$ cat src/trjf_pkg.sv
`timescale 1ns / 1ps
`default_nettype none
// ----------------------------------------------------------------------------
// trjf_pkg: shared types and constants
// Report layout constants, the decoded report record and the queue depth.
// ----------------------------------------------------------------------------
package trjf_pkg;

    localparam int COORD_W     = 12;
    localparam int PRESS_W     = 8;
    localparam int FRAME_W     = 64;
    localparam int S_TDATA_W   = 2 * FRAME_W;
    localparam int M_TDATA_W   = 4 * COORD_W + 2 * PRESS_W;

    // Coordinates are kept to this many bits.
    localparam int COORD_BITS  = 12;
    localparam logic [COORD_W-1:0] COORD_MASK = COORD_W'((1 << COORD_BITS) - 1);

    localparam logic [7:0] NIB_LO_MASK = 8'h0f;
    localparam logic [7:0] NIB_HI_MASK = 8'hf0;
    localparam logic [7:0] SECOND_MASK = 8'h0c;

    localparam int QUEUE_DEPTH = 2;

    typedef logic [COORD_W-1:0] t_coord;
    typedef logic [PRESS_W-1:0] t_press;

    typedef struct packed {
        t_coord first_x;
        t_coord first_y;
        t_press first_pressure;
        logic   second_present;
        t_coord second_x;
        t_coord second_y;
        t_press second_pressure;
    } t_report;

    localparam int REPORT_W = $bits(t_report);

endpackage
`default_nettype wire

$ cat src/trjf_front.sv
`timescale 1ns / 1ps
`default_nettype none
// ----------------------------------------------------------------------------
// trjf_front: report frame decoder
// Accept a raw 16-byte frame and unpack both contacts into a report record.
// ----------------------------------------------------------------------------
module trjf_front (
    input  wire logic                             i_s_axis_tvalid,
    input  wire logic [trjf_pkg::S_TDATA_W-1:0]   i_s_axis_tdata,
    input  wire logic                             i_queue_ready,
    output logic                                  o_push,
    output trjf_pkg::t_report                     o_report
);
    import trjf_pkg::*;

    logic [FRAME_W-1:0] w_lo;
    logic [FRAME_W-1:0] w_hi;
    logic [7:0] w_b1, w_b2, w_b3, w_b4, w_b6, w_b7, w_b8, w_b9, w_b11;
    logic [7:0] w_b4_lo, w_b4_hi, w_b9_lo, w_b9_hi, w_b1_sec;

    assign w_lo = i_s_axis_tdata[FRAME_W-1:0];
    assign w_hi = i_s_axis_tdata[S_TDATA_W-1:FRAME_W];

    assign w_b1  = w_lo[15:8];
    assign w_b2  = w_lo[23:16];
    assign w_b3  = w_lo[31:24];
    assign w_b4  = w_lo[39:32];
    assign w_b6  = w_lo[55:48];
    assign w_b7  = w_lo[63:56];
    assign w_b8  = w_hi[7:0];
    assign w_b9  = w_hi[15:8];
    assign w_b11 = w_hi[31:24];

    assign w_b4_lo  = w_b4 & NIB_LO_MASK;
    assign w_b4_hi  = w_b4 & NIB_HI_MASK;
    assign w_b9_lo  = w_b9 & NIB_LO_MASK;
    assign w_b9_hi  = w_b9 & NIB_HI_MASK;
    assign w_b1_sec = w_b1 & SECOND_MASK;

    always_comb begin
        o_report.first_x         = {w_b2, w_b4_lo[3:0]} & COORD_MASK;
        o_report.first_y         = {w_b3, w_b4_hi[7:4]} & COORD_MASK;
        o_report.first_pressure  = w_b6;
        o_report.second_present  = (w_b1_sec != 8'd0);
        o_report.second_x        = {w_b7, w_b9_lo[3:0]} & COORD_MASK;
        o_report.second_y        = {w_b8, w_b9_hi[7:4]} & COORD_MASK;
        o_report.second_pressure = w_b11;
    end

    // Push on every accepted word.
    assign o_push = i_s_axis_tvalid && i_queue_ready;

endmodule
`default_nettype wire

$ cat src/trjf_queue.sv
`timescale 1ns / 1ps
`default_nettype none
// ----------------------------------------------------------------------------
// trjf_queue: decoded report queue
// Small register FIFO between decoder and filter.
// ----------------------------------------------------------------------------
module trjf_queue #(
    parameter int WIDTH = trjf_pkg::REPORT_W,
    parameter int DEPTH = trjf_pkg::QUEUE_DEPTH
) (
    input  wire logic             i_clk,
    input  wire logic             i_rst_n,
    input  wire logic             i_push,
    input  wire logic [WIDTH-1:0] i_data,
    output logic                  o_ready,
    input  wire logic             i_pop,
    output logic                  o_valid,
    output logic [WIDTH-1:0]      o_data
);
    localparam int PTR_W = (DEPTH > 1) ? $clog2(DEPTH) : 1;
    localparam int CNT_W = $clog2(DEPTH + 1);
    localparam logic [PTR_W-1:0] LAST_PTR = PTR_W'(DEPTH - 1);
    localparam logic [CNT_W-1:0] FULL_CNT = CNT_W'(DEPTH);

    logic [WIDTH-1:0] r_mem [DEPTH];
    logic [PTR_W-1:0] r_wr_ptr, n_wr_ptr;
    logic [PTR_W-1:0] r_rd_ptr, n_rd_ptr;
    logic [CNT_W-1:0] r_count, n_count;

    assign o_ready = (r_count != FULL_CNT);
    assign o_valid = (r_count != '0);
    assign o_data  = r_mem[r_rd_ptr];

    always_comb begin
        n_wr_ptr = r_wr_ptr;
        n_rd_ptr = r_rd_ptr;
        n_count  = r_count;
        if (i_push) begin
            n_wr_ptr = (r_wr_ptr == LAST_PTR) ? '0 : r_wr_ptr + 1'b1;
        end
        if (i_pop) begin
            n_rd_ptr = (r_rd_ptr == LAST_PTR) ? '0 : r_rd_ptr + 1'b1;
        end
        if (i_push && !i_pop) begin
            n_count = r_count + 1'b1;
        end else if (!i_push && i_pop) begin
            n_count = r_count - 1'b1;
        end
    end

    always_ff @(posedge i_clk) begin
        if (!i_rst_n) begin
            r_wr_ptr <= '0;
            r_rd_ptr <= '0;
            r_count  <= '0;
        end else begin
            r_wr_ptr <= n_wr_ptr;
            r_rd_ptr <= n_rd_ptr;
            r_count  <= n_count;
        end
    end

    always_ff @(posedge i_clk) begin
        if (i_push) begin
            r_mem[r_wr_ptr] <= i_data;
        end
    end

endmodule
`default_nettype wire

$ cat src/trjf_back.sv
`timescale 1ns / 1ps
`default_nettype none
// ----------------------------------------------------------------------------
// trjf_back: drift filter and output stage
// Compare the head report against the reference positions, drop or emit it.
// ----------------------------------------------------------------------------
module trjf_back (
    input  wire logic                           i_clk,
    input  wire logic                           i_rst_n,
    input  wire trjf_pkg::t_coord               i_drift_threshold,
    input  wire logic                           i_head_valid,
    input  wire trjf_pkg::t_report              i_head,
    output logic                                o_pop,
    output logic                                o_m_axis_tvalid,
    input  wire logic                           i_m_axis_tready,
    output logic [trjf_pkg::M_TDATA_W-1:0]      o_m_axis_tdata,
    output logic                                o_m_axis_tuser
);
    import trjf_pkg::*;

    function automatic t_coord abs_diff(input t_coord a, input t_coord b);
        return (a > b) ? (a - b) : (b - a);
    endfunction

    t_coord  r_ref_fx, r_ref_fy, r_ref_sx, r_ref_sy;
    t_coord  n_ref_fx, n_ref_fy, n_ref_sx, n_ref_sy;
    t_report r_out, n_out;
    logic    r_out_valid, n_out_valid;

    logic w_still1, w_still2, w_drop, w_load_ok, w_emit;

    assign w_still1 = (abs_diff(r_ref_fx, i_head.first_x) < i_drift_threshold) &&
                      (abs_diff(r_ref_fy, i_head.first_y) < i_drift_threshold) &&
                      (i_head.first_pressure != '0);
    assign w_still2 = !i_head.second_present ||
                      ((abs_diff(r_ref_sx, i_head.second_x) < i_drift_threshold) &&
                       (abs_diff(r_ref_sy, i_head.second_y) < i_drift_threshold));
    assign w_drop    = w_still1 && w_still2;
    assign w_load_ok = !r_out_valid || i_m_axis_tready;
    assign o_pop     = i_head_valid && (w_drop || w_load_ok);
    assign w_emit    = o_pop && !w_drop;

    always_comb begin
        n_ref_fx    = r_ref_fx;
        n_ref_fy    = r_ref_fy;
        n_ref_sx    = r_ref_sx;
        n_ref_sy    = r_ref_sy;
        n_out       = r_out;
        n_out_valid = r_out_valid && !i_m_axis_tready;
        if (w_emit) begin
            if (i_head.first_pressure == '0) begin
                n_ref_fx = '0;
                n_ref_fy = '0;
                n_ref_sx = '0;
                n_ref_sy = '0;
            end else begin
                n_ref_fx = i_head.first_x;
                n_ref_fy = i_head.first_y;
                if (i_head.second_present) begin
                    n_ref_sx = i_head.second_x;
                    n_ref_sy = i_head.second_y;
                end
            end
            n_out = i_head;
            if (!i_head.second_present) begin
                n_out.second_x        = '0;
                n_out.second_y        = '0;
                n_out.second_pressure = '0;
            end
            n_out_valid = 1'b1;
        end
    end

    always_ff @(posedge i_clk) begin
        if (!i_rst_n) begin
            r_ref_fx    <= '0;
            r_ref_fy    <= '0;
            r_ref_sx    <= '0;
            r_ref_sy    <= '0;
            r_out_valid <= 1'b0;
        end else begin
            r_ref_fx    <= n_ref_fx;
            r_ref_fy    <= n_ref_fy;
            r_ref_sx    <= n_ref_sx;
            r_ref_sy    <= n_ref_sy;
            r_out_valid <= n_out_valid;
        end
    end

    always_ff @(posedge i_clk) begin
        r_out <= n_out;
    end

    assign o_m_axis_tvalid = r_out_valid;
    assign o_m_axis_tuser  = r_out.second_present;
    assign o_m_axis_tdata  = {r_out.second_pressure, r_out.second_y, r_out.second_x,
                              r_out.first_pressure, r_out.first_y, r_out.first_x};

endmodule
`default_nettype wire

$ cat src/touch_report_jitter_filter.sv
`timescale 1ns / 1ps
`default_nettype none
// ----------------------------------------------------------------------------
// touch_report_jitter_filter: two-contact touch report decoder and filter
// Decode touch report frames and drop those whose contacts did not move.
// ----------------------------------------------------------------------------
// Takes one 16-byte touch report word per cycle on the slave stream and
// unpacks 12-bit X/Y and pressure for two contacts. A report is dropped when
// the first contact moved less than the drift threshold on both axes (with
// nonzero pressure) and the second contact is absent or also below it;
// otherwise it goes out on the master stream and becomes the new reference.
// Zero first pressure always emits and clears all references. Throughput is
// one word per cycle while the queue has room and the output is not stalled,
// set by the combinational compare and registered reference update in the
// filter stage. An emitted report passes through the queue and then into the
// output register, which drives the master tvalid.
// Write the threshold only while the block is idle.
// ----------------------------------------------------------------------------
module touch_report_jitter_filter #(
    parameter int QUEUE_DEPTH = trjf_pkg::QUEUE_DEPTH
) (
    input  wire logic                             i_clk,
    input  wire logic                             i_rst_n,
    // Threshold register
    input  wire logic                             i_cfg_we,
    input  wire logic [trjf_pkg::COORD_W-1:0]     i_cfg_wdata,
    // Report frames in
    input  wire logic                             i_s_axis_tvalid,
    output logic                                  o_s_axis_tready,
    // [63:0] frame_low, [127:64] frame_high
    input  wire logic [trjf_pkg::S_TDATA_W-1:0]   i_s_axis_tdata,
    // Filtered reports out
    output logic                                  o_m_axis_tvalid,
    input  wire logic                             i_m_axis_tready,
    // [11:0] first_x, [23:12] first_y, [31:24] first_pressure,
    // [43:32] second_x, [55:44] second_y, [63:56] second_pressure
    output logic [trjf_pkg::M_TDATA_W-1:0]        o_m_axis_tdata,
    // [0] second_present
    output logic                                  o_m_axis_tuser
);
    import trjf_pkg::*;

    t_coord  r_drift_threshold;
    logic    w_push, w_queue_ready, w_head_valid, w_pop;
    t_report w_report, w_head;

    // Hold the threshold; reset leaves it at zero so every report passes.
    always_ff @(posedge i_clk) begin
        if (!i_rst_n) begin
            r_drift_threshold <= '0;
        end else if (i_cfg_we) begin
            r_drift_threshold <= i_cfg_wdata;
        end
    end

    // Decode the frame and push it whenever the queue has room.
    trjf_front u_front (
        .i_s_axis_tvalid (i_s_axis_tvalid),
        .i_s_axis_tdata  (i_s_axis_tdata),
        .i_queue_ready   (w_queue_ready),
        .o_push          (w_push),
        .o_report        (w_report)
    );

    assign o_s_axis_tready = w_queue_ready;

    // Decouple the decoder from the filter so each side can stall alone.
    trjf_queue #(
        .WIDTH (REPORT_W),
        .DEPTH (QUEUE_DEPTH)
    ) u_queue (
        .i_clk   (i_clk),
        .i_rst_n (i_rst_n),
        .i_push  (w_push),
        .i_data  (w_report),
        .o_ready (w_queue_ready),
        .i_pop   (w_pop),
        .o_valid (w_head_valid),
        .o_data  (w_head)
    );

    // Filter against the references; drop duplicates without waiting on
    // the output, and advance emitted reports into the output register.
    trjf_back u_back (
        .i_clk             (i_clk),
        .i_rst_n           (i_rst_n),
        .i_drift_threshold (r_drift_threshold),
        .i_head_valid      (w_head_valid),
        .i_head            (w_head),
        .o_pop             (w_pop),
        .o_m_axis_tvalid   (o_m_axis_tvalid),
        .i_m_axis_tready   (i_m_axis_tready),
        .o_m_axis_tdata    (o_m_axis_tdata),
        .o_m_axis_tuser    (o_m_axis_tuser)
    );

endmodule
`default_nettype wire

$ cat config.mk
export PLATFORM = sky130hd
export DESIGN_NAME = touch_report_jitter_filter
export DESIGN_NICKNAME = d
export VERILOG_FILES = /design/src/trjf_pkg.sv /design/src/trjf_front.sv /design/src/trjf_queue.sv /design/src/trjf_back.sv /design/src/touch_report_jitter_filter.sv
export SDC_FILE = /design/constraint.sdc
export NUM_CORES = 1
export LEC_CHECK = 0
export ABC_AREA = 1
export BUFFER_PORTS_ARGS = -buffer_cell sky130_fd_sc_hd__clkbuf_2
export CAP_MARGIN = 40
export CORE_ASPECT_RATIO = 1.1
export CORE_UTILIZATION = 57
export CTS_CLUSTER_DIAMETER = 100
export DETAILED_ROUTE_END_ITERATION = 12
export HOLD_SLACK_MARGIN = 0.08
export PLACE_DENSITY = 0.79
export SYNTH_ARGS = -nofsm -noshare
export SYNTH_HDL_FRONTEND = slang
export SYNTH_SLANG_ARGS = --single-unit
$ cat constraint.sdc
create_clock -name i_clk -period 17.1 [get_ports i_clk]
set_clock_uncertainty 0.2 [all_clocks]
set_input_delay 0 -clock i_clk [delete_from_list [all_inputs] [get_ports i_clk]]
set_output_delay 0 -clock i_clk [all_outputs]
set_load 0.02 [all_outputs]
==> results of run 1 <==
-- state kept, by name, indices dropped and copies added (netlist names), named ones only --
| register | flops |
|---|---|
| u_queue.r_wr_ptr | 1 |
| r_drift_threshold | 12 |
| u_queue.r_rd_ptr | 1 |
| u_back.r_ref_sy | 12 |
| u_queue.r_mem | 130 |
| u_back.o_m_axis_tvalid | 1 |
| u_back.r_ref_sx | 12 |
| u_back.o_m_axis_tuser | 1 |
| u_queue.r_count | 2 |
| u_back.o_m_axis_tdata | 64 |
| u_back.r_ref_fx | 12 |
| u_back.r_ref_fy | 12 |
-- worst paths after layout --
path	cells past startpoint	to	from	slack, ns
worst min-delay path	4	r_drift_threshold[0]	i_cfg_we	0.11
worst min register to register	2	u_back.r_ref_fx[11]	u_back.r_ref_fx[11]	0.28
worst max-delay path	30	u_back.o_m_axis_tdata[35]	flip-flop	9.65
worst max register to register	30	u_back.o_m_axis_tdata[35]	flip-flop	9.65
-- per-stage QoR --
stage	hold WS, ns	util [%]
4_1_cts	0.0904	71.6
2_1_floorplan	-0.101	-
5_1_grt	0.135	71.6
3_3_place_gp	-0.0114	61.9
6_report	0.106	71.6
3_5_place_dp	-0.00782	62.0
-- worst register-to-register path, delay by kind of cell, from the launching register on --
kind	cells	cell delay (ns)
adders and majority gates	3	0.88
buffers and inverters	10	2.92
DFF	1	0.64
and+or+nand+nor	11	1.55
AOI/OAI and AO/OA	6	0.86
-- layout make-up --
type                       count  share of cell area [%]
clock buffer                  34                    3.64
inverter                     316                    6.15
clock inverter                11                   0.720
timing repair buffer         340                    13.7
sequential                   261                    37.2
multi-input combinational   1233                    36.3
tap                          357                    2.31
-- per-layer routing --
metal | share of wire [%] | GRT usage (%) | routed length [microns] | up-vias
met4 | 2.2 | 8.97 | 929 | 0
met2 | 49 | 52.2 | 20500 | 503
met1 | 42 | 38.6 | 17700 | 6297
met3 | 7.0 | 3.97 | 2940 | 76
li1 | - | - | - | 6705
met5 | 0 | 0 | 0 | -
-- synth_stat cells (3+ instances only) --
| cell type | n | area (sq um) |
|---|---|---|
| a21o_1 | 11 | 82.6 |
| a21oi_1 | 147 | 736 |
| buf_2 | 25 | 125 |
| buf_6 | 3 | 33.8 |
| clkbuf_1 | 32 | 120 |
| clkbuf_2 | 6 | 30.0 |
| dfxtp_1 | 66 | 1320 |
| edfxtp_1 | 195 | 5860 |
| fa_1 | 8 | 160 |
| ha_1 | 137 | 1710 |
| inv_1 | 312 | 1170 |
| inv_2 | 4 | 15.0 |
| mux2_2 | 8 | 90.1 |
| nand2_1 | 436 | 1640 |
| nand3_1 | 49 | 245 |
| nand3b_1 | 3 | 22.5 |
| nand4_1 | 32 | 200 |
| nor2_1 | 148 | 556 |
| nor3_1 | 33 | 165 |
| o2111ai_1 | 5 | 43.8 |
| o211ai_1 | 3 | 22.5 |
| o21ai_0 | 116 | 581 |
| o21ai_1 | 32 | 160 |
| o21bai_1 | 6 | 45.0 |
| xnor2_1 | 7 | 61.3 |
| xor2_1 | 41 | 359 |
-- cells in the final DEF, fill, tap and decap left out, types with 2 or more instances in the layout --
cell type      count
clkbuf_1           7
nor2_1           146
bufinv_16          3
o211ai_1           3
o21ai_0          116
clkinv_1           2
inv_1            311
nor2_4             2
ha_1             137
a21o_1            11
nand3_1           49
nand2_1          436
o21bai_1           6
nand4_1           32
buf_4             15
nand3b_1           3
mux2i_1            2
clkinv_2           3
mux2_2             8
dlygate4sd3_1    173
o21ai_1           31
clkbuf_2         149
o2111ai_1          5
a21oi_1          147
clkbuf_16         27
edfxtp_1         195
nor3_1            33
xor2_1            41
clkinvlp_4         2
inv_2              5
fa_1               8
xnor2_1            7
dfxtp_1           65
-- cells by family (layout without fill, tap and decap cells) --
family	count (synthesis)	count (layout)
AND/OR/NAND/NOR	706	706
multiplexers	10	10
flip-flops	261	261
buffers and inverters	386	701
AO/OA/AOI/OAI	324	324
XOR/XNOR	48	48
adder cells (fa/ha/maj)	145	145
-- what timing repair did --
action	CTS	global route
hold endpoints to repair	214	0
hold buffers	173	0
buffers inserted	0	0
==> results.py, run 1 <==
metrics = {
    "layout": {
        "antenna_cells": 0,
        "final_area_sq_um": 19300,
        "regArea_sq_um": 7180,
        "drive_gt1_share_pct": 10.2,
        "multiInputGateArea_sq_um": 7000,
        "nets": 2469,
        "final_cells": 2552,
        "syn_to_final_growth_pct": 23.2,
        "fillCellCount": 2005,
    },
    "yosys": {
        "ys.flop_type": "edfxtp_1",
        "synth_cell_types": 38,
        "avgSynthCellArea_sq_um": 8.34,
        "ys_seq_area_share_pct": 45.8,
        "syn_inst": 1880,
        "synthSimpleGateAreaFrac_pct": 18.3,
        "yosysWarnings": 0,
        "synth_adder_area_share_pct": 12.0,
        "synth-xor-area-share_pct": 2.68,
        "ys_ff_latch": 261,
        "synthArstFlopShare_pct": 0,
        "synth_area_sq_um": 15700,
        "synth_edf_count": 195,
        "synth_top_family_by_area": "simple AND/OR/NAND/NOR gates",
        "synth_compound_area_share_pct": 10.9,
        "synth_nets": 2170,
        "synthMuxAreaShare_pct": 0.703,
    },
    "clock_network": {
        "clk_latency_ns": 0.55,
        "cts_tree": "built",
        "h-tree-depth": 1,
        "cts_buffers": 27,
        "clk_path_buf_depth": 3,
        "clkTransAtPathRegs_ns": 0.06,
        "root_buffer": "clkbuf_16",
        "cts_resized": 0,
        "cts.sinks": 261,
    },
    "placement": {
        "place_area_sq_um": 16700,
        "dp_cells": 2333,
        "gp_congestion": 0.919,
        "dp_hpwl_mm": 27.1,
        "post-place-ws_ns": 9.76,
        "io_buffer_count": 149,
    },
    "floorplan": {
        "io_pins": 212,
        "die_w_microns": 160,
        "core_area_sq_um": 27000,
        "die_height_microns": 176,
        "die-area_sq_um": 28200,
        "start_util_pct": 58.1,
        "fp-row-count": 63,
    },
    "detailed_routing": {
        "wl_per_cell_microns": 16.5,
        "ant_nets": 0,
        "routed_wl_mm": 42.1,
        "via_count": 13581,
        "dr.pass1.iters": 5,
        "drtIter0Drc": 1007,
        "via_per_inst": 5.32,
        "drc": 0,
    },
    "global_routing": {
        "overflow": 0,
        "grt_pass1_vias": 13604,
        "grt_max_degree": 73,
        "grt_pass1_wl_mm": 67.3,
        "antenna_found_initial": 0,
        "grtUsageTotal_pct": 29.9,
    },
    "setup_path": {
        "cp_max_fo": 72,
        "critPathLaunchType": "flip-flop",
        "max_stage_delay_ns": 0.65,
        "worstSetupPathType": "reg2reg",
        "crit_top_cell": "nand2_1",
        "worst_path_dominant_cell_family": "buffers and inverters",
        "worst-path-buf-inv": 10,
        "cp.arrival_ns": 7.42,
        "critPathSlowestCell": "buf_4",
        "worstPathRequired_ns": 17.07,
        "critical_path.endpoint_type": "flip-flop",
    },
    "status": {
        "status": "complete, no violations",
    },
    "sta": {
        "tns_ns": 0,
        "drv_slew": 0,
        "setup_ws_ns": 9.65,
        "hold_violations": 0,
        "relSlewSlack_pct": 40.0,
        "rsz0062_at_grt": "no",
        "finalCritPeriodShare_pct": 43.6,
        "setup_violations": 0,
        "max_freq_ghz": 0.134,
        "fin_crit_ns": 7.45,
        "worstMarginPinSlew_ns": 0.891,
    },
    "job": {
        "cap_viol_max_count": 0,
    },
    "min_path": {
        "min_path_type": "in2reg",
    },
}
Power of run 1 is left out: the tool's default activity adds up to more than one toggle a clock period on the data nets, which glitch-free logic cannot reach.
==> run 2, diff against run 1 <==
ABC_AREA = 0   (was 1)
CORE_UTILIZATION = 52   (was 57)
PLACE_DENSITY = 0.77   (was 0.79)
clock period = 6.5 ns   (was 17.1 ns; I/O delays follow)
==> run 2 against run 1 <==
Synthesized cell count down 32%. Design area is 4.0% lower. Non-clock buffer count is 25 higher. Flip-flop and latch count unchanged. Worst setup slack worse by 9.3 ns. Core utilization fell by 3.3 points. Fmax is 21% higher. Critical path type unchanged. Global-route usage fell by 5.9 points.
==> results.py, run 2 <==
metrics = {
    "status": {
        "status": "complete, no violations",
    },
    "power_and_ir_drop": {
        "seqPwrFrac_pct": 28.4,
        "sw_frac_of_total_pct": 41.0,
        "p_total_mw": 9.33,
        "peakVddDrop_mv": 0.458,
        "leakage_nw": 7.65,
        "powerDensity_nw_per_um2": 504,
        "intPower_mw": 5.50,
        "p_switching_mw": 3.83,
        "pwr-share-comb_pct": 54.4,
        "power_frac_clock_pct": 17.3,
    },
    "setup_path": {
        "critPathLaunchType": "flip-flop",
        "worstPathRequired_ns": 6.73,
        "path_cells": "buf_6 > mux2_2 > ha_1 > nand4_1 > or4_4 > o211ai_2 > nand2_4 > buf_4 > mux2i_1 > a2111oi_2 > nor2_1 > xor2_1 > ha_1 > and3_1 > a2111oi_1 > o2111a_1 > a31oi_1 > a21oi_4 > buf_12 > a21boi_0 > dlygate4sd3_1",
        "cp.arrival_ns": 6.38,
        "crit_top_cell": "ha_1",
        "worstSetupPathType": "reg2reg",
        "cp_max_fo": 41,
        "critPathSlowestCell": "or4_4",
        "critical_path.endpoint_type": "flip-flop",
        "max_stage_delay_ns": 0.60,
    },
    "detailed_routing": {
        "wl_per_cell_microns": 17.2,
        "via_count": 10908,
        "drtIter0Drc": 655,
        "dr.pass1.iters": 4,
        "via_per_inst": 5.50,
        "drc": 0,
        "ant_nets": 0,
        "routed_wl_mm": 34.2,
    },
    "sta": {
        "setup_ws_ns": 0.356,
        "hold_violations": 0,
        "relSlewSlack_pct": 54.2,
        "setup_violations": 0,
        "finalCritPeriodShare_pct": 94.5,
        "drv_slew": 0,
        "fin_crit_ns": 6.14,
        "max_freq_ghz": 0.163,
        "worstMarginPinSlew_ns": 0.687,
    },
    "layout": {
        "fillCellCount": 1942,
        "top_register": "u_queue.r_mem",
        "antenna_cells": 0,
        "final_cell_mix": "edfxtp_1, dlygate4sd3_1, clkbuf_2",
        "syn_to_final_growth_pct": 28.0,
        "largest_reg_flops": 130,
        "final_common_cell": "edfxtp_1",
        "regArea_sq_um": 7180,
        "drive_gt1_share_pct": 17.9,
        "final_area_sq_um": 18500,
        "nets": 1898,
        "multiInputGateArea_sq_um": 6610,
    },
    "clock_network": {
        "clk_path_buf_depth": 3,
        "cts_buffers": 27,
        "clkTransAtPathRegs_ns": 0.06,
        "cts_tree": "built",
        "clk_latency_ns": 0.55,
        "cts.sinks": 261,
        "root_buffer": "clkbuf_16",
        "h-tree-depth": 1,
    },
    "job": {
        "cap_viol_max_count": 0,
    },
    "placement": {
        "io_buffer_count": 149,
        "gp_congestion": 0.857,
        "post-place-ws_ns": 0.435,
        "place_area_sq_um": 15700,
        "dp_hpwl_mm": 21.5,
    },
    "yosys": {
        "yosys.area.top_type": "edfxtp_1",
        "synth_common_cells": "edfxtp_1, ha_1, inv_1",
        "synth.area.top_cells": "edfxtp_1, ha_1, dfxtp_1, mux2i_1, inv_1",
        "synth_top_area_share_pct": 40.5,
        "synth_cell_types": 72,
        "yosysWarnings": 0,
        "ys_seq_area_share_pct": 49.6,
        "synth_nets": 1561,
        "synthArstFlopShare_pct": 0,
        "ys_ff_latch": 261,
        "synth_edf_count": 195,
        "yosysMostFrequentCell": "edfxtp_1",
        "avgSynthCellArea_sq_um": 11.4,
        "syn_inst": 1271,
        "synth_area_sq_um": 14500,
        "ys.flop_type": "edfxtp_1",
    },
    "global_routing": {
        "grt_pass1_vias": 11183,
        "grtUsageTotal_pct": 24.0,
        "antenna_found_initial": 0,
        "grt_pass1_wl_mm": 54.9,
        "overflow": 0,
        "grt_max_degree": 70,
    },
    "floorplan": {
        "die_height_microns": 177,
        "start_util_pct": 53.3,
        "core_area_sq_um": 27100,
        "die_w_microns": 161,
        "io_pins": 212,
        "die-area_sq_um": 28500,
        "fp-row-count": 63,
    },
    "min_path": {
        "min_path_type": "in2reg",
    },
}
## run 2: cell count changes in the layout (fill, tap and decap cells not counted), moves of 66 or more
cell	delta
a21oi_1	-93
inv_1	-187
mux2i_1	+67
nand2_1	-405
nor2_1	-81
o21ai_0	-66
## run 2: power groups by stage
stage               registers [mW]  clock network (mW)  logic [mW]
finish                        2.65                1.61        5.07
global route                  2.69                1.70        5.64
CTS                           2.65                1.64        4.95
detailed placement            2.67                   0        4.82
global placement              2.66                   0        4.70
floorplan                     2.92                   0        3.28
## run 2: layout make-up
| cell class | count | area share, % |
|---|---|---|
| Clock buffer | 33 | 3.88 |
| Clock inverter | 15 | 1.09 |
| Inverter | 125 | 2.55 |
| Multi-Input combinational cell | 828 | 35.7 |
| Sequential cell | 261 | 38.8 |
| Tap cell | 357 | 2.41 |
| Timing Repair Buffer | 365 | 15.6 |
## run 2: metal layers
metal  routed length [microns]  track usage, %
met4                       751            7.31
met3                      1850            3.68
met2                     17300            43.6
met5                         0               0
met1                     14200            29.3
## run 2: metrics by stage
| stage | setup TNS (ns) | hold WS (ns) | utilization, % | cells |
|---|---|---|---|---|
| 2_1_floorplan | 0 | -0.101 | - | 1271 |
| 3_3_place_gp | 0 | -0.0112 | 57.9 | 1752 |
| 3_5_place_dp | 0 | -0.00751 | 58.1 | 1754 |
| 4_1_cts | 0 | 0.0836 | 68.0 | 1979 |
| 5_1_grt | -0.105 | 0.136 | 68.3 | 1984 |
| 6_report | 0 | 0.127 | 68.3 | 1984 |
## run 2: worst max-delay path: cells and delay by family (launching register included)
| kind | cells | cell delay (ns) |
|---|---|---|
| AO/OA/AOI/OAI | 7 | 1.69 |
| XOR/XNOR | 1 | 0.16 |
| adder cells (fa/ha/maj) | 2 | 0.60 |
| buffers and inverters | 4 | 1.21 |
| flip-flops | 1 | 0.46 |
| multiplexers | 2 | 0.56 |
| AND/OR/NAND/NOR | 5 | 1.12 |
## run 2: cells by family (layout without fill, tap and decap cells)
kind of cell / Yosys count / count (layout) / synth area share, %
mux: 109 / 109 / 7.90
fa+ha+maj: 145 / 145 / 13.0
simple gates: 259 / 259 / 9.10
compound gates: 273 / 273 / 12.8
buf+inv: 182 / 538 / 5.05
flops: 261 / 261 / 49.6
xor+xnor: 42 / 42 / 2.54
## run 2: path summary, 6_finish.rpt
check | start | endpoint | slack [ns] | cells after the start
worst max-delay path | flip-flop | u_back.o_m_axis_tvalid | 0.36 | 21
worst min-delay path | i_s_axis_tdata[11] | u_queue.r_mem[1][32] | 0.13 | 3
worst max register to register | flip-flop | u_back.o_m_axis_tvalid | 0.36 | 21
worst min register to register | u_back.r_ref_sy[11] | u_back.r_ref_sy[11] | 0.28 | 1
## run 2: timing repair
| action | 4_1_cts | 5_1_grt |
|---|---|---|
| endpoints found under the hold margin | 217 | 0 |
| setup buffers | 0 | 5 |
| gates resized for setup | 0 | 8 |
| setup endpoints to repair | 0 | 6 |
| hold buffers | 177 | 0 |
No activity file was read; power rests on OpenSTA's default activity.
==> run 3, diff against run 2 <==
CORE_MARGIN = 4   (was unset)
CORE_UTILIZATION = 57   (was 52)
PLACE_DENSITY = 0.8   (was 0.77)
clock period = 6.3 ns   (was 6.5 ns; I/O delays follow)
==> run 3 against run 2 <==
Core utilization is 6.7 points higher. Worst setup slack lost 0.18 ns. Sequential share of layout area is essentially flat. Critical path depth is 1 higher. Wire length increased by 4.7%. Flip-flop and latch count is the same. Combinational power is 5.7% higher. Hold slack improved by 0.016 ns. Die area fell by 1.7%. Final cell count down 2.1%. Design area barely moved. Clock power is 4% higher. Critical path type unchanged. Largest power group unchanged.
==> results.py, run 3 (same netlist as run 2, synthesis figures left out) <==
metrics = {
    "sta": {
        "tns_ns": 0,
        "fin_crit_ns": 6.13,
        "hold_violations": 0,
        "max_freq_ghz": 0.163,
        "relSlewSlack_pct": 41.1,
        "finalCritPeriodShare_pct": 97.3,
        "setup_ws_ns": 0.172,
        "setup_violations": 0,
        "drv_slew": 0,
        "worstMarginPinSlew_ns": 0.883,
        "whs_ns": 0.143,
    },
    "power_and_ir_drop": {
        "p_switching_mw": 4.01,
        "intPower_mw": 5.75,
        "power_frac_clock_pct": 17.2,
        "powerDensity_nw_per_um2": 527,
        "peakVddDrop_mv": 0.352,
        "leakage_nw": 7.70,
        "seqPwrFrac_pct": 27.9,
        "pwr-share-comb_pct": 54.9,
        "sw_frac_of_total_pct": 41.1,
    },
    "detailed_routing": {
        "drtIter0Drc": 705,
        "ant_nets": 0,
        "dr.pass1.iters": 5,
        "drc": 0,
        "wl_per_cell_microns": 18.4,
        "via_per_inst": 5.68,
        "via_count": 11042,
        "routed_wl_mm": 35.8,
    },
    "global_routing": {
        "grt_max_degree": 70,
        "grtUsageTotal_pct": 24.9,
        "overflow": 0,
        "antenna_found_initial": 2,
        "grt_pass1_vias": 11350,
        "grt_pass1_wl_mm": 57.5,
    },
    "setup_path": {
        "max_stage_delay_ns": 0.58,
        "cp_max_fo": 16,
        "cp.arrival_ns": 6.35,
        "worst_path_dominant_cell_family": "compound AO/OA/AOI/OAI gates",
        "crit_top_cell": "buf_4",
        "critical_path.endpoint_type": "flip-flop",
        "worst-path-buf-inv": 5,
        "path_cells": "buf_4 > buf_12 > mux2_2 > ha_1 > a211oi_1 > o211a_1 > o32ai_4 > buf_4 > mux2_2 > nand3_1 > a21bo_2 > a311oi_2 > xnor2_1 > ha_1 > nor2b_1 > o21ai_0 > o2111a_1 > a31oi_1 > a21oi_4 > buf_4 > a21boi_0 > dlygate4sd3_1",
        "worstPathRequired_ns": 6.52,
        "critPathSlowestCell": "dlygate4sd3_1",
        "worstSetupPathType": "reg2reg",
        "critPathLaunchType": "flip-flop",
    },
    "layout": {
        "final_cell_mix": "edfxtp_1, dlygate4sd3_1, clkbuf_2",
        "final_common_cell": "edfxtp_1",
        "top_register": "u_queue.r_mem",
        "drive_gt1_share_pct": 18.7,
        "antenna_cells": 0,
        "fillCellCount": 1575,
        "final_area_sq_um": 18500,
        "nets": 1903,
        "largest_reg_flops": 130,
        "post-route-util_pct": 75.0,
        "syn_to_final_growth_pct": 28.1,
    },
    "min_path": {
        "hp-start": "i_s_axis_tdata[11]",
        "min_path_type": "in2reg",
    },
    "clock_network": {
        "root_buffer": "clkbuf_16",
        "cts_tree": "built",
        "clk_path_buf_depth": 3,
        "clk_latency_ns": 0.54,
        "h-tree-depth": 1,
        "clkTransAtPathRegs_ns": 0.06,
        "cts.sinks": 261,
        "cts_buffers": 26,
    },
    "status": {
        "status": "complete, no violations",
    },
    "placement": {
        "gp_congestion": 0.883,
        "place_area_sq_um": 15800,
        "dp_hpwl_mm": 22.5,
        "io_buffer_count": 149,
        "post-place-ws_ns": 0.245,
    },
    "floorplan": {
        "start_util_pct": 58.6,
        "die_w_microns": 160,
        "fp-row-count": 60,
        "die-area_sq_um": 28000,
        "core_area_sq_um": 24700,
        "io_pins": 212,
        "die_height_microns": 175,
    },
    "job": {
        "cap_viol_max_count": 0,
    },
}
## run 3: per-stage QoR
stage,power (mW),cells
finish,9.76,1943
global route,10.5,1943
CTS,9.68,1939
detailed placement,7.89,1719
global placement,7.73,1718
floorplan,6.44,1271
## run 3: power by group through the flow
stage	combinational (mW)	clock [mW]	sequential [mW]
3_3_place_gp	4.98	0	2.75
4_1_cts	5.25	1.69	2.74
6_report	5.36	1.68	2.73
3_5_place_dp	5.12	0	2.76
2_1_floorplan	3.43	0	3.01
5_1_grt	5.93	1.77	2.77
## run 3: path summary, 6_finish.rpt
check	to	slack, ns	cells past startpoint
hold reg to reg	u_back.r_ref_fy[5]	0.28	2
setup / recovery	u_back.o_m_axis_tvalid	0.17	22
hold / removal	u_queue.r_mem[0][32]	0.14	3
setup reg to reg	u_back.o_m_axis_tvalid	0.17	22
## run 3: timing repair
item                                   4_1_cts  5_1_grt
endpoints found under the hold margin      219        0
buffers inserted                             0        4
resized for setup                            0        3
hold buffers                               172        0
setup endpoints to repair                    0       59
## run 3: final cells by class
class | count | area [sq um] | share of cell area [%]
clock inverters | 15 | 204 | 1.10
multi-input cells | 828 | 6620 | 35.7
inverters | 125 | 473 | 2.55
repair buffers | 371 | 2940 | 15.9
clock buffers | 33 | 728 | 3.93
well taps | 310 | 388 | 2.09
flip-flops and latches | 261 | 7180 | 38.7
## run 3: worst reg2reg max path, cell delays in order (launching register included)
cell and delay [ns]:
dfxtp_4 0.50, buf_4 0.18, buf_12 0.17, mux2_2 0.41
ha_1 0.44, a211oi_1 0.16, o211a_1 0.28, o32ai_4 0.36
buf_4 0.24, mux2_2 0.18, nand3_1 0.08, a21bo_2 0.23
a311oi_2 0.29, xnor2_1 0.20, ha_1 0.29, nor2b_1 0.13
o21ai_0 0.16, o2111a_1 0.26, a31oi_1 0.13, a21oi_4 0.21
buf_4 0.23, a21boi_0 0.12, dlygate4sd3_1 0.58
## run 3: per-layer routing
metal / routed length (microns) / global-route usage (%)
met1: 14800 / 30.2
met2: 18100 / 45.5
met3: 2070 / 4.65
met4: 835 / 6.78
met5: 27 / 0
